`src/pst_pkg.sv`:
```
`default_nettype none
package pst_pkg;

    localparam int MAX_LEXEME_DEF    = 32;
    localparam int POSITION_BITS_DEF = 16;
    localparam int QUEUE_DEPTH       = 4;
    localparam int KEYWORD_LEN       = 7;

    localparam logic [4:0] KIND_IDENT   = 5'd0;
    localparam logic [4:0] KIND_PROGRAM = 5'd1;
    localparam logic [4:0] KIND_NUMBER  = 5'd2;
    localparam logic [4:0] KIND_PLUS    = 5'd3;
    localparam logic [4:0] KIND_DOT     = 5'd10;
    localparam logic [4:0] KIND_ERROR   = 5'd16;
    localparam logic [4:0] KIND_END     = 5'd17;

    localparam logic [7:0] CHAR_NUL        = 8'h00;
    localparam logic [7:0] CHAR_UNDERSCORE = 8'h5F;

    typedef enum logic [3:0] {
        MODE_IDLE   = 4'b0001,
        MODE_IDENT  = 4'b0010,
        MODE_NUMBER = 4'b0100,
        MODE_OPER   = 4'b1000
    } mode_t;

    typedef struct packed {
        logic [4:0]  kind;
        logic [15:0] start;
        logic [4:0]  len;
        logic        trunc;
    } token_t;

    // one or two tokens caused by one input item
    typedef struct packed {
        logic   two;
        token_t tok0;
        token_t tok1;
    } pair_t;

    function automatic logic [7:0] kw_char(input logic [2:0] idx);
        logic [7:0] c;
        unique case (idx)
            3'd0:    c = "p";
            3'd1:    c = "r";
            3'd2:    c = "o";
            3'd3:    c = "g";
            3'd4:    c = "r";
            3'd5:    c = "a";
            3'd6:    c = "m";
            default: c = CHAR_NUL;
        endcase
        return c;
    endfunction

    // {found, code} in order + - * / = < >
    function automatic logic [3:0] oper_lookup(input logic [7:0] b);
        logic [3:0] r;
        unique case (b)
            "+":     r = 4'b1000;
            "-":     r = 4'b1001;
            "*":     r = 4'b1010;
            "/":     r = 4'b1011;
            "=":     r = 4'b1100;
            "<":     r = 4'b1101;
            ">":     r = 4'b1110;
            default: r = 4'b0000;
        endcase
        return r;
    endfunction

    // {found, code} in order . ; , : ( )
    function automatic logic [3:0] punct_lookup(input logic [7:0] b);
        logic [3:0] r;
        unique case (b)
            ".":     r = 4'b1000;
            ";":     r = 4'b1001;
            ",":     r = 4'b1010;
            ":":     r = 4'b1011;
            "(":     r = 4'b1100;
            ")":     r = 4'b1101;
            default: r = 4'b0000;
        endcase
        return r;
    endfunction

endpackage
`default_nettype wire

```
`src/pst_front.sv`:
```
`default_nettype none
module pst_front #(
    parameter int MAX_LEXEME    = pst_pkg::MAX_LEXEME_DEF,
    parameter int POSITION_BITS = pst_pkg::POSITION_BITS_DEF
) (
    input  wire logic           clk,
    input  wire logic           rst_n,
    input  wire logic           accept,
    input  wire logic [7:0]     text_byte,
    output logic                tok_push,
    output pst_pkg::pair_t      tok_pair
);

    localparam int RLW = $clog2(MAX_LEXEME + 1);
    localparam logic [POSITION_BITS-1:0] POS_MAX = {POSITION_BITS{1'b1}};

    pst_pkg::mode_t           mode_reg, mode_next;
    logic [POSITION_BITS-1:0] start_reg, start_next;
    logic [POSITION_BITS-1:0] pos_reg, pos_next;
    logic [RLW-1:0]           rl_reg, rl_next;
    logic [2:0]               kp_reg, kp_next;
    logic                     ka_reg, ka_next;
    logic [2:0]               of_reg, of_next;

    logic        is_letter, is_digit, is_space, extend;
    logic        op_found, pu_found;
    logic [2:0]  op_code, pu_code;
    logic        has_pending, new_valid;
    logic        kw_hit;
    logic        len_sat;
    logic [31:0] pos_ext, start_ext, len_ext;
    pst_pkg::token_t pend_tok, new_tok;

    assign pos_ext   = 32'(pos_reg);
    assign start_ext = 32'(start_reg);

    always_comb
    begin
        is_letter = (text_byte >= "A" && text_byte <= "Z") ||
                    (text_byte >= "a" && text_byte <= "z") ||
                    text_byte == pst_pkg::CHAR_UNDERSCORE;
        is_digit  = text_byte >= "0" && text_byte <= "9";
        is_space  = text_byte == " " || (text_byte >= 8'd9 && text_byte <= 8'd13);
        {op_found, op_code} = pst_pkg::oper_lookup(text_byte);
        {pu_found, pu_code} = pst_pkg::punct_lookup(text_byte);

        unique case (mode_reg)
            pst_pkg::MODE_IDENT:  extend = is_letter || is_digit;
            pst_pkg::MODE_NUMBER: extend = is_digit;
            pst_pkg::MODE_OPER:   extend = op_found;
            default:              extend = 1'b0;
        endcase
    end

    // token of the run in progress, reported when the run ends
    always_comb
    begin
        len_sat = rl_reg > RLW'(MAX_LEXEME - 1);
        len_ext = len_sat ? 32'(MAX_LEXEME - 1) : 32'(rl_reg);
        kw_hit  = ka_reg && kp_reg == 3'(pst_pkg::KEYWORD_LEN) &&
                  rl_reg == RLW'(pst_pkg::KEYWORD_LEN);
        unique case (mode_reg)
            pst_pkg::MODE_IDENT:
                pend_tok.kind = kw_hit ? pst_pkg::KIND_PROGRAM : pst_pkg::KIND_IDENT;
            pst_pkg::MODE_NUMBER:
                pend_tok.kind = pst_pkg::KIND_NUMBER;
            pst_pkg::MODE_OPER:
                pend_tok.kind = (rl_reg == RLW'(1)) ?
                                pst_pkg::KIND_PLUS + 5'(of_reg) : pst_pkg::KIND_ERROR;
            default:
                pend_tok.kind = pst_pkg::KIND_ERROR;
        endcase
        pend_tok.start = start_ext[15:0];
        pend_tok.len   = len_ext[4:0];
        pend_tok.trunc = len_sat;
    end

    always_comb
    begin
        mode_next  = mode_reg;
        start_next = start_reg;
        rl_next    = rl_reg;
        kp_next    = kp_reg;
        ka_next    = ka_reg;
        of_next    = of_reg;
        new_valid  = 1'b0;
        new_tok    = '0;
        new_tok.start = pos_ext[15:0];
        has_pending = !extend && mode_reg != pst_pkg::MODE_IDLE;

        if (extend)
        begin
            if (rl_reg < RLW'(MAX_LEXEME))
                rl_next = rl_reg + RLW'(1);
            if (mode_reg == pst_pkg::MODE_IDENT && ka_reg)
            begin
                if (kp_reg < 3'(pst_pkg::KEYWORD_LEN) &&
                    text_byte == pst_pkg::kw_char(kp_reg))
                    kp_next = kp_reg + 3'd1;
                else
                    ka_next = 1'b0;
            end
        end
        else
        begin
            mode_next = pst_pkg::MODE_IDLE;
            priority if (text_byte == pst_pkg::CHAR_NUL)
            begin
                new_valid    = 1'b1;
                new_tok.kind = pst_pkg::KIND_END;
            end
            else if (is_space)
            begin
            end
            else if (pu_found)
            begin
                new_valid    = 1'b1;
                new_tok.kind = pst_pkg::KIND_DOT + 5'(pu_code);
                new_tok.len  = 5'd1;
            end
            else if (op_found)
            begin
                mode_next  = pst_pkg::MODE_OPER;
                start_next = pos_reg;
                rl_next    = RLW'(1);
                of_next    = op_code;
            end
            else if (is_letter)
            begin
                mode_next  = pst_pkg::MODE_IDENT;
                start_next = pos_reg;
                rl_next    = RLW'(1);
                ka_next    = text_byte == pst_pkg::kw_char(3'd0);
                kp_next    = {2'b00, text_byte == pst_pkg::kw_char(3'd0)};
            end
            else if (is_digit)
            begin
                mode_next  = pst_pkg::MODE_NUMBER;
                start_next = pos_reg;
                rl_next    = RLW'(1);
            end
            else
            begin
                new_valid    = 1'b1;
                new_tok.kind = pst_pkg::KIND_ERROR;
                new_tok.len  = 5'd1;
            end
        end

        if (!extend && text_byte == pst_pkg::CHAR_NUL)
            pos_next = '0;
        else if (pos_reg != POS_MAX)
            pos_next = pos_reg + POSITION_BITS'(1);
        else
            pos_next = pos_reg;
    end

    assign tok_push      = accept && (has_pending || new_valid);
    assign tok_pair.two  = has_pending && new_valid;
    assign tok_pair.tok0 = has_pending ? pend_tok : new_tok;
    assign tok_pair.tok1 = new_tok;

    always_ff @(posedge clk or negedge rst_n)
    begin
        if (!rst_n)
        begin
            mode_reg  <= pst_pkg::MODE_IDLE;
            start_reg <= '0;
            pos_reg   <= '0;
            rl_reg    <= '0;
            kp_reg    <= '0;
            ka_reg    <= 1'b0;
            of_reg    <= '0;
        end
        else if (accept)
        begin
            mode_reg  <= mode_next;
            start_reg <= start_next;
            pos_reg   <= pos_next;
            rl_reg    <= rl_next;
            kp_reg    <= kp_next;
            ka_reg    <= ka_next;
            of_reg    <= of_next;
        end
    end

`ifndef SYNTHESIS
    a_end_clears_pos: assert property (@(posedge clk) disable iff (!rst_n)
        accept && text_byte == pst_pkg::CHAR_NUL |=> pos_reg == '0 &&
        mode_reg == pst_pkg::MODE_IDLE)
        else $error("end of text did not clear position and mode");
    a_run_len: assert property (@(posedge clk) disable iff (!rst_n)
        mode_reg != pst_pkg::MODE_IDLE |-> rl_reg != '0 &&
        rl_reg <= RLW'(MAX_LEXEME))
        else $error("run length out of range during a run");
`endif

endmodule
`default_nettype wire

```
`src/pst_queue.sv`:
```
`default_nettype none
module pst_queue (
    input  wire logic           clk,
    input  wire logic           rst_n,
    input  wire logic           wr_en,
    input  pst_pkg::pair_t      wr_data,
    output logic                q_full,
    input  wire logic           rd_en,
    output pst_pkg::pair_t      rd_data,
    output logic                q_valid
);

    localparam int DEPTH = pst_pkg::QUEUE_DEPTH;
    localparam int PTR_W = $clog2(DEPTH);
    localparam int CNT_W = $clog2(DEPTH + 1);

    pst_pkg::pair_t   entry_reg [DEPTH];
    logic [PTR_W-1:0] wr_ptr_reg, rd_ptr_reg;
    logic [CNT_W-1:0] count_reg;
    logic             do_wr, do_rd;

    assign q_full  = count_reg == CNT_W'(DEPTH);
    assign q_valid = count_reg != '0;
    assign rd_data = entry_reg[rd_ptr_reg];
    assign do_wr   = wr_en && !q_full;
    assign do_rd   = rd_en && q_valid;

    always_ff @(posedge clk)
    begin
        if (do_wr)
            entry_reg[wr_ptr_reg] <= wr_data;
    end

    always_ff @(posedge clk or negedge rst_n)
    begin
        if (!rst_n)
        begin
            wr_ptr_reg <= '0;
            rd_ptr_reg <= '0;
            count_reg  <= '0;
        end
        else
        begin
            if (do_wr)
                wr_ptr_reg <= (wr_ptr_reg == PTR_W'(DEPTH - 1)) ? '0 : wr_ptr_reg + PTR_W'(1);
            if (do_rd)
                rd_ptr_reg <= (rd_ptr_reg == PTR_W'(DEPTH - 1)) ? '0 : rd_ptr_reg + PTR_W'(1);
            if (do_wr && !do_rd)
                count_reg <= count_reg + CNT_W'(1);
            else if (do_rd && !do_wr)
                count_reg <= count_reg - CNT_W'(1);
        end
    end

`ifndef SYNTHESIS
    a_no_overflow: assert property (@(posedge clk) disable iff (!rst_n)
        wr_en |-> !q_full)
        else $error("item pushed into full token queue");
`endif

endmodule
`default_nettype wire

```
`src/pst_back.sv`:
```
`default_nettype none
module pst_back (
    input  wire logic           clk,
    input  wire logic           rst_n,
    input  wire logic           q_valid,
    input  pst_pkg::pair_t      q_data,
    output logic                q_rd,
    output logic                empty,
    input  wire logic           pop,
    output logic [4:0]          token_kind,
    output logic [15:0]         start_pos,
    output logic [4:0]          token_length,
    output logic                was_truncated,
    output logic                last_of_run
);

    pst_pkg::pair_t  pair_reg;
    logic            valid_reg;
    logic            phase_reg;
    logic            take, done;
    pst_pkg::token_t cur;

    assign take = pop && valid_reg;
    // pair finished once its final token is taken
    assign done = take && (phase_reg || !pair_reg.two);
    assign q_rd = !valid_reg || done;

    assign cur           = phase_reg ? pair_reg.tok1 : pair_reg.tok0;
    assign empty         = !valid_reg;
    assign token_kind    = cur.kind;
    assign start_pos     = cur.start;
    assign token_length  = cur.len;
    assign was_truncated = cur.trunc;
    assign last_of_run   = phase_reg || !pair_reg.two;

    always_ff @(posedge clk)
    begin
        if (q_rd && q_valid)
            pair_reg <= q_data;
    end

    always_ff @(posedge clk or negedge rst_n)
    begin
        if (!rst_n)
        begin
            valid_reg <= 1'b0;
            phase_reg <= 1'b0;
        end
        else if (q_rd)
        begin
            valid_reg <= q_valid;
            phase_reg <= 1'b0;
        end
        else if (take)
            phase_reg <= 1'b1;
    end

`ifndef SYNTHESIS
    a_phase_two: assert property (@(posedge clk) disable iff (!rst_n)
        phase_reg |-> valid_reg && pair_reg.two)
        else $error("second token shown for a single-token item");
    a_second_follows: assert property (@(posedge clk) disable iff (!rst_n)
        take && !phase_reg && pair_reg.two |=> phase_reg && valid_reg)
        else $error("second token of a pair lost");
`endif

endmodule
`default_nettype wire

```
`src/pascal_subset_tokenizer.sv`:
```
`default_nettype none
// Streaming tokenizer for a small Pascal subset. One text byte is taken per
// cycle whenever full is low; byte 0 ends the text and yields an end token.
// Each byte causes zero, one or two tokens, which leave one per cycle through
// empty/pop. A byte's tokens are written into the token queue at the edge that
// accepts it and then loaded into the registered output stage, where the first
// shows on the outputs and can be popped.
// Sustained input rate is one byte per cycle as long as tokens are popped at
// least as fast as they arise; the output port moves one token per cycle, so
// bytes that end a run and also emit a token of their own put two tokens
// through it. A four-entry token queue sits between the scanner and the output
// stage; full rises when it fills.
module pascal_subset_tokenizer #(
    parameter int MAX_LEXEME    = pst_pkg::MAX_LEXEME_DEF,
    parameter int POSITION_BITS = pst_pkg::POSITION_BITS_DEF
) (
    input  wire logic        clk,
    input  wire logic        rst_n,
    input  wire logic        push,
    output logic             full,
    input  wire logic [7:0]  text_byte,
    output logic             empty,
    input  wire logic        pop,
    output logic [4:0]       token_kind,
    output logic [15:0]      start_pos,
    output logic [4:0]       token_length,
    output logic             was_truncated,
    output logic             last_of_run
);

    logic           accept;
    logic           tok_push;
    pst_pkg::pair_t tok_pair;
    logic           q_rd, q_valid;
    pst_pkg::pair_t q_data;

    assign accept = push && !full;

    pst_front #(
        .MAX_LEXEME    (MAX_LEXEME),
        .POSITION_BITS (POSITION_BITS)
    ) u_front (
        .clk       (clk),
        .rst_n     (rst_n),
        .accept    (accept),
        .text_byte (text_byte),
        .tok_push  (tok_push),
        .tok_pair  (tok_pair)
    );

    pst_queue u_queue (
        .clk     (clk),
        .rst_n   (rst_n),
        .wr_en   (tok_push),
        .wr_data (tok_pair),
        .q_full  (full),
        .rd_en   (q_rd),
        .rd_data (q_data),
        .q_valid (q_valid)
    );

    pst_back u_back (
        .clk           (clk),
        .rst_n         (rst_n),
        .q_valid       (q_valid),
        .q_data        (q_data),
        .q_rd          (q_rd),
        .empty         (empty),
        .pop           (pop),
        .token_kind    (token_kind),
        .start_pos     (start_pos),
        .token_length  (token_length),
        .was_truncated (was_truncated),
        .last_of_run   (last_of_run)
    );

endmodule
`default_nettype wire

```
`config.mk`:
```
export PLATFORM = sky130hd
export DESIGN_NAME = pascal_subset_tokenizer
export DESIGN_NICKNAME = d
export VERILOG_FILES = /design/src/pst_pkg.sv /design/src/pst_front.sv /design/src/pst_queue.sv /design/src/pst_back.sv /design/src/pascal_subset_tokenizer.sv
export SDC_FILE = /design/constraint.sdc
export NUM_CORES = 1
export LEC_CHECK = 0
export ABC_AREA = 1
export BUFFER_PORTS_ARGS = -buffer_cell sky130_fd_sc_hd__buf_2
export CAP_MARGIN = 15
export CELL_PAD_IN_SITES_DETAIL_PLACEMENT = 1
export CELL_PAD_IN_SITES_GLOBAL_PLACEMENT = 1
export CORE_AREA = 4 4 169 188
export DETAILED_ROUTE_END_ITERATION = 8
export DIE_AREA = 0 0 173 192
export HOLD_SLACK_MARGIN = 0.06
export PLACE_DENSITY_LB_ADDON = 0.05
export SETUP_SLACK_MARGIN = 0.3
export SYNTH_ARGS = -nofsm -noshare
export SYNTH_HDL_FRONTEND = slang
export SYNTH_SLANG_ARGS = --single-unit
```
`constraint.sdc`:
```
create_clock -name clk -period 3.85 [get_ports clk]
set_input_delay 0.385 -clock clk [delete_from_list [all_inputs] [get_ports clk]]
set_output_delay 0.385 -clock clk [all_outputs]
set_load 0.02 [all_outputs]
```
==> run_results.csv <==
group,metric,value,unit
final_layout,final_cell_mix,"edfxtp_1, nand2_1, nor2_1",
logic_synthesis,synth_cell_types,38,
final_layout,fill_cells,3165,
floorplan,dieWidth,173,um
critical_path,worstSetupPathType,"primary input to flip-flop",
critical_path,worstRegToRegCells,14,
logic_synthesis,synth.avg_cell_area,11.32,sq um
timing,final.min_clock_period,2965,ps
timing,grt_setup_unrepaired,"no",
critical_path,cpLargestDelayFamily,"simple AND/OR/NAND/NOR gates",
grt,grt_pass1_vias,9101,
timing,setup_viol,0,
logic_synthesis,synth_seq_area_share,0.6737,
cts,post-cts-setup-buffers,0,
floorplan,dieArea,33220,sq um
logic_synthesis,syn_area,13300,sq um
logic_synthesis,synth_top_area_cell,"edfxtp_1",
grt,antenna_found_initial,0,
critical_path,cp-start-kind,"primary input",
timing,worst_slew_pin_slew,1041,ps
run_status,status,"finished, final reports clean",
detailed_routing,wl_met1,15110,um
floorplan,io_pins,42,
worst_hold_path,hp-class,"primary input to flip-flop",
grt,track_usage,0.1952,
critical_path,path_max_fanout,6,
worst_hold_path,min_to,"u_front.of_reg[0]$_DFFE_PN0P_",
detailed_routing,drt_wl_total,31890,um
final_layout,drive_gt1_frac,0.1582,
final_layout,final_nets,1253,
grt,grt_pass1_wl,51070,um
final_layout,utilization,0.5025,
logic_synthesis,ys_top_cells_by_area,"edfxtp_1, dfrtp_1, nand2_1",
timing,finalSetupTns,0,ps
final_layout,areaGrowthSynthToFinish,13.40,%
floorplan,rows,67,
cts,cts_buffers,31,
critical_path,path_cells,"buf_2 -> inv_1 -> nand2_1 -> nor2_2 -> inv_1 -> nor3_1 -> inv_1 -> ha_1 -> nand2_1 -> nor2_2 -> inv_2 -> nor2_4 -> nor2_1 -> nand2_1 -> nand2_2 -> nand2_2 -> inv_1 -> ha_1 -> inv_1 -> fa_1 -> a21oi_1 -> o21ai_0 -> xor2_1",
critical_path,arrival,3410,ps
final_layout,largest_register_ffs,200,
flow_run,cap_viol_max_count,0,
floorplan,start_util,0.4432,
worst_hold_path,holdPathStages,5,
detailed_routing,drtIter0Drc,613,
detailed_routing,avgRoutedWirePerCell,19.62,um
detailed_routing,drt_pass1_iterations,4,
power_and_ir_drop,ir_worst_vdd,0.3799,mV
floorplan,core,30010,sq um
critical_path,critPathMaxStageDelay,440,ps
timing,finClkSkew,15.93,ps
cts,cts.path.max_buffers,3,
detailed_routing,wl_met2,15520,um
worst_hold_path,min_from,"text_byte[2]",
cts,path_clk_slew,60,ps
critical_path,cp_common_cell,"inv_1",
timing,clock.fmax,337.3,MHz
cts,clock_latency,580,ps
timing,min_period_over_period,0.7701,
detailed_routing,top_layer,"met4",
critical_path,crit_path_end_kind,"flip-flop",
detailed_routing,route.met3.wl,888,um
critical_path,r2r_end,"u_queue.count_reg[1]$_DFFE_PN0P_",
critical_path,cp_data_required_time,4290,ps
logic_synthesis,synth_warnings,0,
cts,h-tree-depth,1,
cts,cts.sinks,308,
logic_synthesis,synth_nets,1206,
logic_synthesis,synth-seq-cells,308,
critical_path,r2r-start,"u_front.mode_reg[1]$_DFFE_PN0P_",
critical_path,rrSetupSlack,920,ps
cts,tritoncts,"built",
critical_path,critPathSlowestCell,"fa_1",
grt,overflow,0,
floorplan,die_h,192,um
power_and_ir_drop,p_leak,5.844,nW
detailed_routing,vias,8612,
timing,holdWs,287.3,ps
final_layout,layout.cells.most_common,"edfxtp_1",
place,port_buffers,41,
logic_synthesis,syn_inst,1175,
detailed_routing,ant_nets,0,
power_and_ir_drop,p_per_area,816.7,nW/um^2
timing,hold_viol,0,
grt,grt_max_degree,103,
place,dpl.hpwl,20420,um
timing,relSlewSlack,0.3059,
cts,clock-root-buffer,"clkbuf_16",
logic_synthesis,synth_top_area_frac,0.5644,
detailed_routing,via_per_inst,5.300,
critical_path,critPathBufInv,7,
cts,cts_resized,0,
detailed_routing,drc,0,
timing,maxSlewViolCount,0,
place,place_congestion,0.8131,
==> timing repair <==
| action | in CTS | in global routing |
|---|---|---|
| endpoints found under the setup margin | 0 | 0 |
| endpoints found under the hold margin | 38 | 0 |
| hold buffers | 2 | 0 |
==> per-stage QoR <==
step / power, W / setup WS, ps / instance area [sq um] / instances
after floorplan: 0.007806 / 201.5 / 13310 / 1175
final: 0.01232 / 885.1 / 15080 / 1625
after global placement: 0.009112 / 440.5 / 13960 / 1566
after detailed placement: 0.009241 / 349.6 / 13960 / 1566
after CTS: 0.01250 / 899.5 / 15080 / 1624
after global routing: 0.01314 / 606.8 / 15080 / 1624
==> per-layer routing <==
| metal | up-vias | track usage |
|---|---|---|
| li1 | 4184 | - |
| met1 | 4300 | 0.2708 |
| met2 | 98 | 0.3389 |
| met3 | 30 | 0.02362 |
| met4 | 0 | 0.03439 |
| met5 | - | 0 |
==> power by group <==
group	internal (W)	leakage [nW]	switching, W
combinational	0.00105	2.18	0.00271
clock	0.00195	0.542	0.00127
sequential	0.00494	3.13	0.000400
==> cells by family (layout without fill, tap and decap cells) <==
logic type	after synthesis	after routing	share of synthesized area
other cells	0	1	0
simple gates	445	445	0.1455
mux	1	1	0.0008466
compound gates	248	248	0.1067
xor+xnor	17	17	0.01119
buf+inv	137	207	0.04365
fa+ha+maj	19	19	0.01844
flops	308	308	0.6737
==> how the worst max path moves through the flow <==
stage	start	endpoint	slack, ps	cells past startpoint
6_report	text_byte[6]	u_queue.count_reg[2]$_DFFE_PN0P_	890	23
5_1_grt	text_byte[6]	u_queue.count_reg[2]$_DFFE_PN0P_	610	23
4_1_cts	u_front.mode_reg[1]$_DFFE_PN0P_	u_queue.count_reg[1]$_DFFE_PN0P_	900	14
3_5_place_dp	text_byte[4]	u_queue.count_reg[2]$_DFFE_PN0P_	350	23
3_3_place_gp	text_byte[4]	u_queue.count_reg[2]$_DFFE_PN0P_	440	23
2_1_floorplan	text_byte[6]	u_queue.entry_reg[0][0]$_DFFE_PP_	200	16
==> Yosys cell counts <==
| library cell | n |
|---|---|
| buf_4 | 1 |
| o31ai_1 | 2 |
| dfrtp_1 | 57 |
| a21oi_1 | 12 |
| edfxtp_1 | 250 |
| clkinv_1 | 2 |
| or2_2 | 2 |
| mux2_2 | 1 |
| clkbuf_1 | 33 |
| nand3_4 | 1 |
| buf_2 | 2 |
| nand2_2 | 25 |
| nand2_1 | 190 |
| inv_2 | 6 |
| inv_1 | 81 |
| nand2_4 | 3 |
| nor3_1 | 11 |
| ha_1 | 18 |
| a32oi_1 | 1 |
| nor3_2 | 2 |
| o21ai_0 | 130 |
| fa_1 | 1 |
| buf_1 | 4 |
| nor2_4 | 4 |
| nor2_2 | 7 |
| o21ai_2 | 25 |
| xor2_1 | 16 |
| nand3_1 | 34 |
| o21a_1 | 1 |
| xnor2_1 | 1 |
| nor2_1 | 151 |
| a31oi_1 | 1 |
| buf_6 | 8 |
| nand3_2 | 2 |
| o22ai_1 | 57 |
| nand4_1 | 13 |
| dfstp_2 | 1 |
| o21ai_1 | 19 |
==> tightest hold or removal path, cell delays in order <==
cell and delay, ps:
buf_2 130, nand2_2 80, o31ai_1 80, nand2_1 60, o21ai_0 70
==> layout make-up <==
class / instances / area (sq um) / share of cell area
Antenna cell: 1 / 2.502 / 0.0001659
Clock buffer: 33 / 783.3 / 0.05193
Clock inverter: 23 / 319.1 / 0.02115
Inverter: 89 / 334.1 / 0.02215
Multi-Input combinational cell: 730 / 3790 / 0.2513
Sequential cell: 308 / 8961 / 0.5942
Tap cell: 379 / 474.2 / 0.03144
Timing Repair Buffer: 62 / 417.9 / 0.02771
No activity file was read; power rests on OpenSTA's default activity.
